File: src/rtl/core/pib_pkg.sv
// Package for the palette index bit packer.
// Holds the shared widths, the front-to-back event type and the width helper.
// No dependencies.
package pib_pkg;

    localparam int IDX_BITS = 16;
    localparam int CFG_BITS = 17;
    localparam int OUT_BITS = 64;
    localparam int LEN_W    = 5;

    // One event from the packer front: an optional full word, then an
    // optional flushed partial word (always the final word of its array).
    typedef struct packed {
        logic                full_v;
        logic                full_final;
        logic [OUT_BITS-1:0] full_word;
        logic                part_v;
        logic [OUT_BITS-1:0] part_word;
    } t_event;

    // Bit length of (count - 1), with counts below two taken as two.
    function automatic logic [LEN_W-1:0] pib_elem_len(input logic [CFG_BITS-1:0] count);
        logic [CFG_BITS-1:0] top;
        logic [LEN_W-1:0]    len;
        top = (count < CFG_BITS'(2)) ? CFG_BITS'(1) : (count - CFG_BITS'(1));
        len = '0;
        for (int i = 0; i < CFG_BITS; i++) begin
            if (top[i]) begin
                len = LEN_W'(i + 1);
            end
        end
        return len;
    endfunction

endpackage

File: src/rtl/core/palette_index_bit_packer_core.sv
// Top level of the palette index bit packer.
// Depends on pib_pkg, pib_front, pib_queue and pib_back.
//
//  channel   | handshake             | payload
//  ----------+-----------------------+-----------------------------------
//  input     | push / full           | i_index_value, i_last_element
//  result    | empty / pop           | o_packed_word, o_final_word
//  config    | i_cfg_we              | i_cfg_wdata (palette count)
//
// One index is taken every cycle while the event queue has room; the packer
// front does its shift-and-or and the word split in that same cycle.
// The result side moves one word per cycle while pop is given, so an index that
// both fills a word and flushes a partial one yields two result words; the event
// queue of QUEUE_DEPTH entries absorbs such bursts.
// Reset is synchronous: it empties the queue and the output register, clears
// the accumulator and sets the element width to one bit.
// A stalled result side backs up into the queue, then raises full.
module palette_index_bit_packer_core #(
    parameter int WORD_BITS        = 64,
    parameter int MAX_ELEMENT_BITS = 16,
    parameter int QUEUE_DEPTH      = 4
) (
    input  logic                          i_clk,
    input  logic                          i_rst_n,
    input  logic                          push,
    output logic                          full,
    input  logic [pib_pkg::IDX_BITS-1:0]  i_index_value,
    input  logic                          i_last_element,
    output logic                          empty,
    input  logic                          pop,
    output logic [pib_pkg::OUT_BITS-1:0]  o_packed_word,
    output logic                          o_final_word,
    input  logic                          i_cfg_we,
    input  logic [pib_pkg::CFG_BITS-1:0]  i_cfg_wdata
);
    import pib_pkg::*;

    logic   accept;
    logic   ev_push;
    t_event ev_in;
    t_event ev_out;
    logic   q_empty;
    logic   ev_take;

    // Take an index only when the queue can hold its event.
    assign accept = push && !full;

    pib_front #(
        .WORD_BITS        (WORD_BITS),
        .MAX_ELEMENT_BITS (MAX_ELEMENT_BITS)
    ) u_front (
        .i_clk          (i_clk),
        .i_rst_n        (i_rst_n),
        .i_cfg_we       (i_cfg_we),
        .i_cfg_wdata    (i_cfg_wdata),
        .i_accept       (accept),
        .i_index_value  (i_index_value),
        .i_last_element (i_last_element),
        .o_ev_push      (ev_push),
        .o_ev           (ev_in)
    );

    // Events that carry no word are dropped at the front.
    pib_queue #(
        .DEPTH (QUEUE_DEPTH)
    ) u_queue (
        .i_clk     (i_clk),
        .i_rst_n   (i_rst_n),
        .i_wr_en   (ev_push),
        .i_wr_data (ev_in),
        .o_full    (full),
        .i_rd_en   (ev_take),
        .o_rd_data (ev_out),
        .o_empty   (q_empty)
    );

    pib_back u_back (
        .i_clk         (i_clk),
        .i_rst_n       (i_rst_n),
        .i_ev          (ev_out),
        .i_ev_ready    (!q_empty),
        .o_ev_take     (ev_take),
        .o_empty       (empty),
        .i_pop         (pop),
        .o_packed_word (o_packed_word),
        .o_final_word  (o_final_word)
    );

endmodule

File: src/rtl/core/pib_front.sv
// Packer front: holds the element width and the bit accumulator, and turns
// each accepted index into one event of up to two words. Uses pib_pkg.
module pib_front #(
    parameter int WORD_BITS        = 64,
    parameter int MAX_ELEMENT_BITS = 16
) (
    input  logic                          i_clk,
    input  logic                          i_rst_n,
    input  logic                          i_cfg_we,
    input  logic [pib_pkg::CFG_BITS-1:0]  i_cfg_wdata,
    input  logic                          i_accept,
    input  logic [pib_pkg::IDX_BITS-1:0]  i_index_value,
    input  logic                          i_last_element,
    output logic                          o_ev_push,
    output pib_pkg::t_event               o_ev
);
    import pib_pkg::*;

    localparam int FILL_W = $clog2(WORD_BITS);
    localparam int SUM_W  = FILL_W + 1;
    localparam int EB_W   = $clog2(MAX_ELEMENT_BITS + 1);
    localparam int EXT_W  = WORD_BITS + IDX_BITS;

    logic [EB_W-1:0]      r_elem_bits;
    logic [EB_W-1:0]      n_elem_bits;
    logic [WORD_BITS-1:0] r_acc;
    logic [WORD_BITS-1:0] n_acc;
    logic [FILL_W-1:0]    r_filled;
    logic [FILL_W-1:0]    n_filled;

    logic [LEN_W-1:0]     cfg_len;
    logic [IDX_BITS-1:0]  val_mask;
    logic [IDX_BITS-1:0]  val;
    logic [EXT_W-1:0]     ext;
    logic [WORD_BITS-1:0] acc_or;
    logic [WORD_BITS-1:0] spill_acc;
    logic [SUM_W-1:0]     total;
    logic                 wrap;
    logic [FILL_W-1:0]    step_filled;
    logic [WORD_BITS-1:0] step_acc;

    // Width from the written count, saturated at the widest element.
    always_comb begin
        cfg_len = pib_elem_len(i_cfg_wdata);
        if (int'(cfg_len) > MAX_ELEMENT_BITS) begin
            n_elem_bits = EB_W'(MAX_ELEMENT_BITS);
        end else begin
            n_elem_bits = EB_W'(cfg_len);
        end
    end

    always_comb begin
        for (int i = 0; i < IDX_BITS; i++) begin
            val_mask[i] = (i < int'(r_elem_bits));
        end
        val       = i_index_value & val_mask;
        ext       = EXT_W'(val) << r_filled;
        acc_or    = r_acc | ext[WORD_BITS-1:0];
        spill_acc = WORD_BITS'(ext[EXT_W-1:WORD_BITS]);
        total     = SUM_W'(r_filled) + SUM_W'(r_elem_bits);
        wrap      = (total >= SUM_W'(WORD_BITS));
        if (wrap) begin
            step_filled = FILL_W'(total - SUM_W'(WORD_BITS));
            step_acc    = spill_acc;
        end else begin
            step_filled = FILL_W'(total);
            step_acc    = acc_or;
        end
    end

    always_comb begin
        o_ev.full_v     = wrap;
        o_ev.full_final = i_last_element && (step_filled == '0);
        o_ev.full_word  = OUT_BITS'(acc_or);
        o_ev.part_v     = i_last_element && (step_filled != '0);
        o_ev.part_word  = OUT_BITS'(step_acc);
        o_ev_push       = i_accept && (o_ev.full_v || o_ev.part_v);
        if (i_last_element) begin
            n_acc    = '0;
            n_filled = '0;
        end else begin
            n_acc    = step_acc;
            n_filled = step_filled;
        end
    end

    always_ff @(posedge i_clk) begin
        if (!i_rst_n) begin
            r_elem_bits <= EB_W'(1);
            r_acc       <= '0;
            r_filled    <= '0;
        end else begin
            if (i_cfg_we) begin
                r_elem_bits <= n_elem_bits;
            end
            if (i_accept) begin
                r_acc    <= n_acc;
                r_filled <= n_filled;
            end
        end
    end

endmodule

File: src/rtl/core/pib_queue.sv
// Short event queue between the packer front and the output back.
// Uses pib_pkg for the event type.
module pib_queue #(
    parameter int DEPTH = 4
) (
    input  logic            i_clk,
    input  logic            i_rst_n,
    input  logic            i_wr_en,
    input  pib_pkg::t_event i_wr_data,
    output logic            o_full,
    input  logic            i_rd_en,
    output pib_pkg::t_event o_rd_data,
    output logic            o_empty
);
    import pib_pkg::*;

    localparam int PTR_W = (DEPTH > 1) ? $clog2(DEPTH) : 1;
    localparam int CNT_W = $clog2(DEPTH + 1);

    t_event           r_mem [DEPTH];
    logic [PTR_W-1:0] r_wr_ptr;
    logic [PTR_W-1:0] r_rd_ptr;
    logic [CNT_W-1:0] r_count;
    logic             wr_fire;
    logic             rd_fire;

    assign o_full    = (r_count == CNT_W'(DEPTH));
    assign o_empty   = (r_count == '0);
    assign o_rd_data = r_mem[r_rd_ptr];
    assign wr_fire   = i_wr_en && !o_full;
    assign rd_fire   = i_rd_en && !o_empty;

    always_ff @(posedge i_clk) begin
        if (wr_fire) begin
            r_mem[r_wr_ptr] <= i_wr_data;
        end
    end

    always_ff @(posedge i_clk) begin
        if (!i_rst_n) begin
            r_wr_ptr <= '0;
            r_rd_ptr <= '0;
            r_count  <= '0;
        end else begin
            if (wr_fire) begin
                r_wr_ptr <= (r_wr_ptr == PTR_W'(DEPTH - 1)) ? '0 : r_wr_ptr + PTR_W'(1);
            end
            if (rd_fire) begin
                r_rd_ptr <= (r_rd_ptr == PTR_W'(DEPTH - 1)) ? '0 : r_rd_ptr + PTR_W'(1);
            end
            case ({wr_fire, rd_fire})
                2'b10:   r_count <= r_count + CNT_W'(1);
                2'b01:   r_count <= r_count - CNT_W'(1);
                default: r_count <= r_count;
            endcase
        end
    end

endmodule

File: src/rtl/core/pib_back.sv
// Output back: splits each event into words and presents them one at a time
// from an output register, with a holding slot for the second word. Uses pib_pkg.
module pib_back (
    input  logic                          i_clk,
    input  logic                          i_rst_n,
    input  pib_pkg::t_event               i_ev,
    input  logic                          i_ev_ready,
    output logic                          o_ev_take,
    output logic                          o_empty,
    input  logic                          i_pop,
    output logic [pib_pkg::OUT_BITS-1:0]  o_packed_word,
    output logic                          o_final_word
);
    import pib_pkg::*;

    logic                r_out_v;
    logic [OUT_BITS-1:0] r_out_word;
    logic                r_out_final;
    logic                r_hold_v;
    logic [OUT_BITS-1:0] r_hold_word;
    logic                slot_free;

    assign o_empty       = !r_out_v;
    assign o_packed_word = r_out_word;
    assign o_final_word  = r_out_final;
    assign slot_free     = !r_out_v || i_pop;
    assign o_ev_take     = slot_free && !r_hold_v && i_ev_ready;

    always_ff @(posedge i_clk) begin
        if (!i_rst_n) begin
            r_out_v  <= 1'b0;
            r_hold_v <= 1'b0;
        end else if (slot_free) begin
            if (r_hold_v) begin
                r_out_v  <= 1'b1;
                r_hold_v <= 1'b0;
            end else if (i_ev_ready) begin
                r_out_v  <= 1'b1;
                r_hold_v <= i_ev.full_v && i_ev.part_v;
            end else begin
                r_out_v  <= 1'b0;
            end
        end
    end

    always_ff @(posedge i_clk) begin
        if (slot_free) begin
            if (r_hold_v) begin
                r_out_word  <= r_hold_word;
                r_out_final <= 1'b1;
            end else if (i_ev_ready) begin
                r_hold_word <= i_ev.part_word;
                if (i_ev.full_v) begin
                    r_out_word  <= i_ev.full_word;
                    r_out_final <= i_ev.full_final;
                end else begin
                    r_out_word  <= i_ev.part_word;
                    r_out_final <= 1'b1;
                end
            end
        end
    end

endmodule

File: config.mk
export PLATFORM = sky130hd
export DESIGN_NAME = palette_index_bit_packer_core
export DESIGN_NICKNAME = d
export VERILOG_FILES = /design/src/rtl/core/pib_pkg.sv /design/src/rtl/core/palette_index_bit_packer_core.sv /design/src/rtl/core/pib_front.sv /design/src/rtl/core/pib_queue.sv /design/src/rtl/core/pib_back.sv
export SDC_FILE = /design/constraint.sdc
export NUM_CORES = 1
export LEC_CHECK = 0
export BUFFER_PORTS_ARGS = -buffer_cell sky130_fd_sc_hd__buf_4
export CORE_MARGIN = 1.5
export CORE_UTILIZATION = 62
export CTS_CLUSTER_DIAMETER = 80
export DETAILED_ROUTE_END_ITERATION = 6
export PLACE_DENSITY = 0.91
export SYNTH_ARGS = -nofsm -noshare
export SYNTH_HDL_FRONTEND = slang
export SYNTH_SLANG_ARGS = --single-unit
File: constraint.sdc
create_clock -name i_clk -period 8 [get_ports i_clk]
set_clock_uncertainty 0.05 [all_clocks]
set_input_delay 0.4 -clock i_clk [delete_from_list [all_inputs] [get_ports i_clk]]
set_output_delay 0.4 -clock i_clk [all_outputs]
set_load 0.01 [all_outputs]
* After elaboration in Yosys (flattened, before gate mapping)
Memory sizes are Yosys's and may differ from the RTL's. A register that Yosys moved wholly into a read port is not among the register bits.
Index checks and enable logic that the tools add are counted.
** Storage, ports and cells
- Logic and storage cells :: 109
- Memories :: 1
- Bits in registers :: 213
- Bits in writable memories :: 524
- Input bits :: 39
** Memories
- u_queue.r_mem :: depth 4, bits a word 131, read ports 1, clocked after memory_dff 1, wr ports 1, RTL line pib_queue.sv:20 : t_event r_mem [DEPTH];
** Operators by class
- Shift operators :: 1
- Eq/ne operators :: 6
- Order comparisons :: 19
- Muxes and demuxes :: 39
- Add/sub/neg operators :: 7
- Reductions and logical operators :: 21
- Bitwise operators :: 4
** Operators by type and width (count)
- $mux 64 :: 5
- $shl 16x6->80 :: 1
- $or 64x64->64 :: 1
- $lt 4x5->1 const A :: 8
- $mux 4 :: 8
- $lt 3x5->1 const A :: 4
- $lt 17x2->1 const B :: 1
- $mux 17 :: 1
- $sub 17x1->17 const B :: 1
- $and 16x16->16 :: 1
- $mux 5 :: 3
- $mux 2 :: 6
- $mux 3 :: 4
- $mux 6 :: 2
- $lt 1x5->1 const A :: 2
- $lt 2x5->1 const A :: 2
- $logic_and 1x1->1 :: 9
- $mux 1 :: 9
- $add 6x5->7 :: 1
- $ge 7x7->1 const B :: 1
- $eq 2x2->1 const B :: 3
- $logic_not 6->1 :: 1
- $pmux 3 s2 :: 1
- $reduce_bool 6->1 :: 1
- 15 further kinds :: 21

* Longest topological paths before layout
Gate-level depths: netlist of run 1.
- Depth after elaboration :: 21
- Depth in mapped cells :: 14
- Mapped depth without buffers :: 14

* Cells and area by module
From an unflattened synthesis of run 1, not the netlist that was laid out.
** Second synthesis, totals
- Cells, all modules :: 2116
- Area total of the unflattened synthesis :: 32009.4 um^2
** By module, submodules not included
- pib_queue :: times used 1, sequential area each 15915.3 um^2, cells an instance 741, area an instance 19434.9 um^2
- pib_front :: times used 1, sequential area each 1501.4 um^2, cells an instance 1015, area an instance 7165.6 um^2
- pib_back :: times used 1, sequential area each 3913.8 um^2, cells an instance 358, area an instance 5391.4 um^2
- palette_index_bit_packer_core :: times used 1, sequential area each 0.0 um^2, cells an instance 2, area an instance 17.5 um^2

* Least setup slack after synthesis of run 1
OpenSTA, ideal clock, no wires.
- Path kind :: register -> register
- Start :: reg u_back.r_hold_v
- End :: reg u_back.r_hold_word[0] (enable)
- Setup time :: 565 ps
- Cell stages (with the launch flop) :: 4
- Data arrival time :: 5148 ps
- Setup slack :: 2237 ps
- Path through :: dfxtp_1 -> clkbuf_1 -> clkbuf_1 -> nor3_1
** Between the ends
- Word-level cells in the longest chain between the ends :: 2
** Ends and longest elaborated chain
- start, declared :: RTL line pib_back.sv:19 : logic r_hold_v;
- start signal, assigned :: RTL line pib_back.sv:39 : r_hold_v <= i_ev.full_v && i_ev.part_v;
- $not 1->1 (no source line)
- $reduce_and 3->1 (no source line)
- end signal, assigned :: RTL line pib_back.sv:52 : r_hold_word <= i_ev.part_word;
- end, declared :: RTL line pib_back.sv:20 : logic [OUT_BITS-1:0] r_hold_word;
Every way passes these cells.
A chain may end at the register's enable or synchronous reset.

* Worst setup path after layout of run 1
- Start :: reg u_front.r_elem_bits[4]
- End :: reg u_front.r_acc[55]
** Between the ends
- Word-level cells in the longest chain between the ends :: 6
- Elaborated cells between the ends (all ways) :: 23
- Classes of those cells :: add/sub: 1; order compare: 17; shift: 1; mux: 2; bitwise: 2
** Ends and longest elaborated chain
- start, declared :: RTL line pib_front.sv:24 : logic [EB_W-1:0] r_elem_bits;
- start signal, assigned :: RTL line pib_front.sv:94 : r_elem_bits <= n_elem_bits;
- $lt 1x5->1, or another cell as far along :: RTL line pib_front.sv:54 : val_mask[i] = (i < int'(r_elem_bits));
- $and 16x16->16 :: RTL line pib_front.sv:56 : val = i_index_value & val_mask;
- $shl 16x6->80 :: RTL line pib_front.sv:57 : ext = EXT_W'(val) << r_filled;
- $or 64x64->64 :: RTL line pib_front.sv:58 : acc_or = r_acc | ext[WORD_BITS-1:0];
- $mux 64 * :: RTL line pib_front.sv:62 : if (wrap) begin
- $mux 64 * :: RTL line pib_front.sv:78 : if (i_last_element) begin
- end signal, assigned :: RTL line pib_front.sv:97 : r_acc <= n_acc;
- end, declared :: RTL line pib_front.sv:26 : logic [WORD_BITS-1:0] r_acc;
Mark *: on every way between the ends. The rest lies on a longest branch, timed or not.

==> results of run 1 <==
## synth_stat cells, types with 7 or more instances
master    instances
a211oi_1         10
a21o_1           21
a21oi_1          61
a221o_1           8
a221oi_1          9
a22o_1            7
a22oi_1          15
a31oi_1          15
and2_1           29
and3_1            8
buf_1            23
clkbuf_1         85
clkbuf_8         10
dfxtp_1          86
edfxtp_1        653
ha_1             12
inv_1            40
mux2_2            8
mux2i_1          81
mux4_2          143
nand2_1         159
nand2b_1          8
nand3_1          21
nor2_1          106
nor2b_1          19
nor3_1           30
nor4_1           10
o211ai_1         13
o21a_1           15
o21ai_0         143
o21ai_1          11
o21bai_1         14
o22ai_1          22
o31a_1            7
or2_2            12
or3_1             7
## per-layer routing
metal	track usage	part of all wire
met2	0.5176	0.49
met1	0.4229	0.36
met4	0.1579	0.047
met3	0.05788	0.10
met5	0	0
## stage by stage
| step | util | total power, mW |
|---|---|---|
| after floorplan | - | 6.953 |
| after global placement | 0.6547 | 7.764 |
| after detailed placement | 0.6547 | 7.903 |
| after CTS | 0.6984 | 11.14 |
| after global routing | 0.6985 | 11.47 |
| final | 0.6986 | 11.12 |
## how the worst max path moves through the flow
stage | start | to | slack (ns) | cells past startpoint
finish | u_front.r_elem_bits[4] | u_front.r_acc[55] | 3.22 | 10
global route | u_front.r_elem_bits[4] | u_queue.r_mem[3][99] | 3.09 | 7
CTS | u_front.r_elem_bits[4] | u_queue.r_mem[3][86] | 3.38 | 7
detailed placement | u_front.r_elem_bits[4] | u_queue.r_mem[3][36] | 3.41 | 7
global placement | u_front.r_elem_bits[4] | u_queue.r_mem[3][36] | 3.58 | 7
floorplan | u_back.r_hold_v | u_back.r_hold_word[0] | 2.24 | 3
## worst reg2reg max path, cell delays in order (launching register included)
cell and delay (ns):
dfxtp_1 0.92, ha_1 0.45, a21o_1 0.22, a22oi_2 0.18, buf_4 0.64, inv_1 0.45
buf_4 0.38, nor2_1 0.20, or2_2 0.66, nand2_1 0.22, o21ai_0 0.30
## cell families (layout without fill, tap and decap cells)
logic type,after synthesis,in the layout
DFF,739,739
and+or+nand+nor,450,450
AOI/OAI and AO/OA,443,443
muxes,232,232
buffers and inverters,175,309
adders and majority gates,15,15
xor gates and xnor gates,6,6
other,0,2
## registers in the layout, indices dropped and copies added (netlist names), named ones only
name	cells
u_queue.r_mem	524
u_back.o_final_word	1
u_front.r_acc	64
u_front.r_elem_bits	5
u_queue.r_count	3
u_queue.r_wr_ptr	2
u_front.r_filled	6
u_back.r_hold_v	1
u_back.o_packed_word	64
u_queue.r_rd_ptr	2
u_back.r_out_v	1
u_back.r_hold_word	64
## power breakdown
group          switching (mW)  internal [mW]  leakage, nW
clock                    1.43           1.80         1.08
sequential              0.261           4.96         6.50
combinational            1.57           1.10         3.93
total                    3.26           7.86         11.5
## cell type report
class                      instances  area, sq um  share of cell area
sequential                       739        21340              0.6077
multi-input combinational       1146         9509              0.2708
clock buffer                      88         1872             0.05330
timing repair buffer             139         1069             0.03042
tap                              672        840.8             0.02394
clock inverter                    40        325.3            0.009263
inverter                          42        157.7            0.004489
antenna                            2        5.005           0.0001425
==> reports/summary.txt, run 1 <==
Fin. max-slew vios -> 13
Fillers -> 3,079
Final worst-path setup slack -> 3.215 ns
Max-Cap Viols -> 1
Setup TNS -> 0 ns
Longest Clk Path Bufs -> 3
Final hold vios -> 0
Endpoints failing setup -> 0
Area leader, netlist -> edfxtp_1
Core ar. -> 0.05027 sq mm
Cell Area, Placed -> 0.03291 sq mm
VDD IR max -> 340.3 uV
Ports -> 106
Crit Path Category -> reg2reg
Most frequent cells in the layout -> edfxtp_1 (653), nand2_1 (159), o21ai_0 (143), mux4_2 (142), buf_4 (137)
Syn nets -> 2,113
DR WL/cell -> 29.02 microns
Post-synth EDFFs -> 653
Period utilization -> 0.5981
Initial Util -> 0.6295
Mux cell area share after synthesis -> 0.1302
Synth Area per Inst -> 15.36 sq um
Most common cell after layout, fill and taps aside -> edfxtp_1
Minimum clock period after layout -> 4.785 ns
Synth area leaders -> edfxtp_1 (62%), mux4_2 (10%), dfxtp_1 (5.4%), mux2i_1 (2.6%), o21ai_0 (2.3%)
Hold_sp -> i_cfg_we
Post-CTS setup buffer count -> 0
Design area -> 0.03512 sq mm
Setup repair after global routing missed its margin -> no
Buf/Inv on CP -> 3
Length of the first detailed-routing pass in iterations -> 7
Die height -> 228.9 microns
Nets -> 2,191
Largest family of logic cells by synthesized area -> multiplexers
Total CTS buffers -> 70
Compound-Gate Fraction of Synth Area -> 0.09247
Post-synthesis simple-gate area fraction -> 0.06855
Largest net degree at the start of global routing -> 97
Fmax -> 209.0 MHz
Clk_lat worst skew -> 0.61 ns
Most frequent CP cell -> buf_4
DRC -> 6
Post-Place Cells -> 2,738
Worst-Margin Slew -> 1.528 ns
CP arrival -> 5.24 ns
Reg clk slew, reported paths -> 0.06 ns
Ys flop type -> edfxtp_1
FF-to-FF Start -> u_front.r_elem_bits[4]
P per Cell Area -> 316.7 mW/mm^2
Cells along the critical path -> ha_1, a21o_1, a22oi_2, buf_4, inv_1, buf_4, nor2_1, or2_2, nand2_1, o21ai_0
CP Max Fanout -> 50
Hold_ws -> 0.04797 ns
First-pass GRT wire length -> 124,900 microns
Slew Limit Headroom -> -0.01861
Total Die Area -> 0.05241 sq mm
CP required -> 8.45 ns
Area growth, synth to finish -> 10.97%
Core Rows -> 82
Post-DP HPWL -> 50,470 microns
Initial antenna violation count -> 2
Clock sinks -> 739
Vias -> 20,000
Critical Path Slowest Stage Cell -> dfxtp_1
Synth top area share -> 0.6196
Post-Synth Adder-Cell Area -> 0.006325
Reg-to-Reg End -> u_front.r_acc[55]
Outcome -> finished, violations left
Startpoint types -> register
Vias in the first global route -> 19,950
Hold path depth -> 3
Mapped Cells -> 2,060
Syn. warnings -> 0
GPL Wtd Cong -> 1.014
Hold buffer count at CTS -> 0
Share of layout cells above drive strength 1 -> 0.1960
Post-route insts no fill -> 2,868
DR vias/cell -> 6.972
H-tree depth -> 3
Final ANT Viol Nets -> 0
Top Family by Delay on Critical Path -> buffers and inverters
Sequential fraction of the synthesis area -> 0.6740
Post-Synth XOR/XNOR Area -> 0.001660
R2R setup slack -> 3.22 ns
Static Leak -> 11.51 nW
Post-synth ARST share -> 0
CTS root buffer -> clkbuf_16
Global Route Usage Sum -> 0.3200
Hold path endpoint -> u_front.r_elem_bits[4]
Pre-CTS WS -> 3.408 ns
Post_cts resized -> 0
IO Port Bufs -> 105
R2r worst-path depth -> 10
Hold/Removal Path Class -> in2reg
Grt ovf -> 0
Die width -> 228.9 microns
CTS tree -> built
Drt total wl -> 83,240 microns
Failing checks -> design-rule violations, max-capacitance violations, max-slew violations
Crit-path max cell delay -> 0.92 ns
Synth unique cells -> 97
Cell area after synthesis -> 0.03165 sq mm
Worst setup EP type -> register
Initial DRC count -> 2,820
#FFs+latches synth -> 739
Note: power is estimated with default switching activity, not from simulation.
==> run 2: changes to the inputs <==
--- a/config.mk
+++ b/config.mk
@@ -5,12 +5,13 @@
 export SDC_FILE = /design/constraint.sdc
 export NUM_CORES = 1
 export LEC_CHECK = 0
+export ABC_AREA = 1
 export BUFFER_PORTS_ARGS = -buffer_cell sky130_fd_sc_hd__buf_4
 export CORE_MARGIN = 1.5
-export CORE_UTILIZATION = 62
+export CORE_UTILIZATION = 56
 export CTS_CLUSTER_DIAMETER = 80
 export DETAILED_ROUTE_END_ITERATION = 6
-export PLACE_DENSITY = 0.91
+export PLACE_DENSITY = 0.87
 export SYNTH_ARGS = -nofsm -noshare
 export SYNTH_HDL_FRONTEND = slang
 export SYNTH_SLANG_ARGS = --single-unit
==> constraint.sdc (replaced) <==
create_clock -name i_clk -period 3.93 [get_ports i_clk]
set_clock_uncertainty 0.05 [all_clocks]
set_input_delay 0.1965 -clock i_clk [delete_from_list [all_inputs] [get_ports i_clk]]
set_output_delay 0.1965 -clock i_clk [all_outputs]
set_load 0.01 [all_outputs]
==> reports/summary.txt, run 2 <==
Outcome -> finished, violations left (unchanged)
Failing checks -> design-rule violations (was design-rule violations, max-capacitance violations, max-slew violations)
Syn. warnings -> 0 (unchanged)
CP required -> 4.39 ns (was 8.45 ns)
Final Util -> 0.6404 (was 0.6986)
Die height -> 240.2 microns (was 228.9 microns)
Vias -> 23,360 (was 20,000)
Initial antenna violation count -> 0 (was 2)
Vias in the first global route -> 23,150 (was 19,950)
Crit Path Category -> reg2reg (unchanged)
Initial Util -> 0.5695 (was 0.6295)
#FFs+latches synth -> 739 (unchanged)
Fin. max-slew vios -> 0 (was 13)
Post-route insts no fill -> 3,692 (was 2,868)
Clock share of power -> 0.295 (was 0.290)
Drt total wl -> 84,820 microns (was 83,240 microns)
Largest net degree at the start of global routing -> 154 (was 97)
CP arrival -> 3.83 ns (was 5.24 ns)
Ports -> 106 (unchanged)
Top-count cell post-synth -> edfxtp_1 (unchanged)
Net Sw Power -> 7.577 mW (was 3.258 mW)
Most common cell after layout, fill and taps aside -> edfxtp_1 (unchanged)
Post-Place Cells -> 3,551 (was 2,738)
Sequential fraction of the synthesis area -> 0.6772 (was 0.6740)
Nets -> 2,936 (was 2,191)
Setup repair after global routing missed its margin -> no (unchanged)
Length of the first detailed-routing pass in iterations -> 7 (unchanged)
Fmax -> 297.4 MHz (was 209.0 MHz)
Commonest cells post-synth -> edfxtp_1 (653), o21ai_0 (382), nand2_1 (377) (was edfxtp_1 (653), nand2_1 (159), mux4_2 (143), o21ai_0 (143), nor2_1 (106))
Clk_lat worst skew -> 0.65 ns (was 0.61 ns)
Area leader, netlist -> edfxtp_1 (unchanged)
Die width -> 240.2 microns (was 228.9 microns)
VDD IR max -> 644.5 uV (was 340.3 uV)
Share of layout cells above drive strength 1 -> 0.1124 (was 0.1960)
Ys flop type -> edfxtp_1 (unchanged)
Synth top area share -> 0.6226 (was 0.6196)
Worst-Margin Slew -> 1.096 ns (was 1.528 ns)
Switching power share of the total -> 0.3224 (was 0.2929)
Combinational Power Share -> 0.252 (was 0.240)
Longest Clk Path Bufs -> 3 (unchanged)
Core Rows -> 86 (was 82)
Largest Register -> u_queue.r_mem (unchanged)
DR vias/cell -> 6.328 (was 6.972)
Hold buffer count at CTS -> 5 (was 0)
CP Max Fanout -> 22 (was 50)
Area growth, synth to finish -> 12.45% (was 10.97%)
Global Route Usage Sum -> 0.2977 (was 0.3200)
Fillers -> 3,921 (was 3,079)
Hold_ws -> 0.02940 ns (was 0.04797 ns)
Syn nets -> 2,907 (was 2,113)
Synth Area per Inst -> 11.04 sq um (was 15.36 sq um)
Design area -> 0.03542 sq mm (was 0.03512 sq mm)
CTS tree -> built (unchanged)
Post_cts resized -> 0 (unchanged)
Hold/Removal Path Class -> in2reg (unchanged)
DRC -> 2 (was 6)
Crit-path max cell delay -> 0.58 ns (was 0.92 ns)
Slew Limit Headroom -> 0.2691 (was -0.01861)
Initial DRC count -> 3,152 (was 2,820)
Post-CTS setup buffer count -> 0 (unchanged)
Final worst-path setup slack -> 0.5670 ns (was 3.215 ns)
Cell Area, Placed -> 0.03301 sq mm (was 0.03291 sq mm)
Pre-CTS WS -> 0.6271 ns (was 3.408 ns)
Total Die Area -> 0.05767 sq mm (was 0.05241 sq mm)
IO Port Bufs -> 105 (unchanged)
Most frequent cells in the layout -> edfxtp_1 (653), o21ai_0 (382), nand2_1 (376), nor2_1 (310), nand3_1 (258) (was edfxtp_1 (653), nand2_1 (159), o21ai_0 (143), mux4_2 (142), buf_4 (137))
Setup TNS -> 0 ns (unchanged)
Max-Cap Viols -> 0 (was 1)
Post-synth EDFFs -> 653 (unchanged)
Grt ovf -> 0 (unchanged)
Final hold vios -> 0 (unchanged)
Total power -> 23.50 mW (was 11.12 mW)
Post-DP HPWL -> 48,910 microns (was 50,470 microns)
First-pass GRT wire length -> 130,100 microns (was 124,900 microns)
Mapped Cells -> 2,854 (was 2,060)
Flop pwr share -> 0.453 (was 0.470)
Cell area after synthesis -> 0.03150 sq mm (was 0.03165 sq mm)
DR WL/cell -> 22.97 microns (was 29.02 microns)
Cells along the critical path -> ha_4, fa_2, nor3_1, and3_1, nand2_1, nand2_1, nand2_2, nand2_4, ha_1, inv_1, fa_1, a21oi_1, o21ai_0, o21ai_0, a21oi_1 (was ha_1, a21o_1, a22oi_2, buf_4, inv_1, buf_4, nor2_1, or2_2, nand2_1, o21ai_0)
Endpoints failing setup -> 0 (unchanged)
Critical Path Slowest Stage Cell -> dfxtp_2 (was dfxtp_1)
Synth area leaders -> edfxtp_1 (62%), o21ai_0 (6.1%), dfxtp_1 (5.5%), nand2_1 (4.5%), nand3_1 (4.1%) (was edfxtp_1 (62%), mux4_2 (10%), dfxtp_1 (5.4%), mux2i_1 (2.6%), o21ai_0 (2.3%))
Period utilization -> 0.8557 (was 0.5981)
GPL Wtd Cong -> 0.9641 (was 1.014)
Final ANT Viol Nets -> 0 (unchanged)
Startpoint types -> register (unchanged)
Reg clk slew, reported paths -> 0.06 ns (about the same)
P per Cell Area -> 663.6 mW/mm^2 (was 316.7 mW/mm^2)
Number of flip-flops under the largest register name -> 524 (unchanged)
CTS root buffer -> clkbuf_16 (unchanged)
H-tree depth -> 3 (unchanged)
Int Power -> 15.93 mW (was 7.865 mW)
Synth unique cells -> 44 (was 97)
Core ar. -> 0.05531 sq mm (was 0.05027 sq mm)
Static Leak -> 12.43 nW (was 11.51 nW)
Minimum clock period after layout -> 3.363 ns (was 4.785 ns)
Post-synth ARST share -> 0 (unchanged)
ANT cells -> 0 (was 2)
Clock sinks -> 739 (unchanged)
Worst setup EP type -> register (unchanged)
Total CTS buffers -> 73 (was 70)
==> run 2: cell types whose count changed in the layout (fill, tap and decap cells not counted), moves of 25 or more <==
| cell | change |
|---|---|
| o21ai_0 | +239 |
| nor3_1 | -26 |
| o21ai_1 | +25 |
| mux4_2 | -142 |
| o22ai_1 | +44 |
| nor2_1 | +206 |
| nand2_1 | +217 |
| a21oi_1 | +71 |
| nand4_1 | +37 |
| o221ai_1 | +59 |
| inv_1 | +83 |
| nand3_1 | +237 |
| mux2i_1 | -81 |
==> run 2: worst paths after layout <==
kind,slack [ns],from,endpoint,cells after the start
worst max-delay path,0.57,u_front.r_filled[0],u_queue.r_count[2],15
worst min-delay path,0.03,i_cfg_wdata[13],u_front.r_elem_bits[0],7
worst max register to register,0.57,u_front.r_filled[0],u_queue.r_count[2],15
worst min register to register,0.40,u_queue.r_count[0],u_queue.r_count[0],1
==> run 2: cell families after synthesis <==
logic type      share of synthesized area
simple gates                       0.1471
fa+ha+maj                        0.006038
compound gates                     0.1252
xor+xnor                         0.001669
buf+inv                           0.04274
flops                              0.6772
==> run 2: critical path: cells and delay by family, from the launching register on <==
| family | cells | cell delay, ns |
|---|---|---|
| fa+ha+maj | 4 | 1.23 |
| compound gates | 4 | 0.52 |
| buf+inv | 1 | 0.08 |
| simple gates | 6 | 0.79 |
| flops | 1 | 0.58 |
==> run 2: final cells by class <==
type / instances / area [sq um] / share of cell area
clock buffers: 104 / 2036 / 0.05748
multi-input cells: 1787 / 8937 / 0.2523
clock inverters: 32 / 324.1 / 0.009150
well taps: 748 / 935.9 / 0.02642
flip-flops and latches: 739 / 21350 / 0.6027
repair buffers: 150 / 1339 / 0.03780
inverters: 132 / 500.5 / 0.01413
==> run 2: power groups by stage <==
stage	clock, mW	combinational [mW]	sequential, mW
detailed placement	0	5.82	10.8
floorplan	0	3.40	10.8
global route	7.27	6.49	10.7
CTS	6.98	5.91	10.6
finish	6.93	5.93	10.7
global placement	0	5.57	10.8
==> run 2: routing by layer <==
metal	up-vias	GRT usage	routed length, microns
met5	-	0	0
met2	1533	0.4834	40760
li1	10360	-	-
met1	11220	0.3909	31690
met3	244	0.05408	8976
met4	0	0.1393	3399
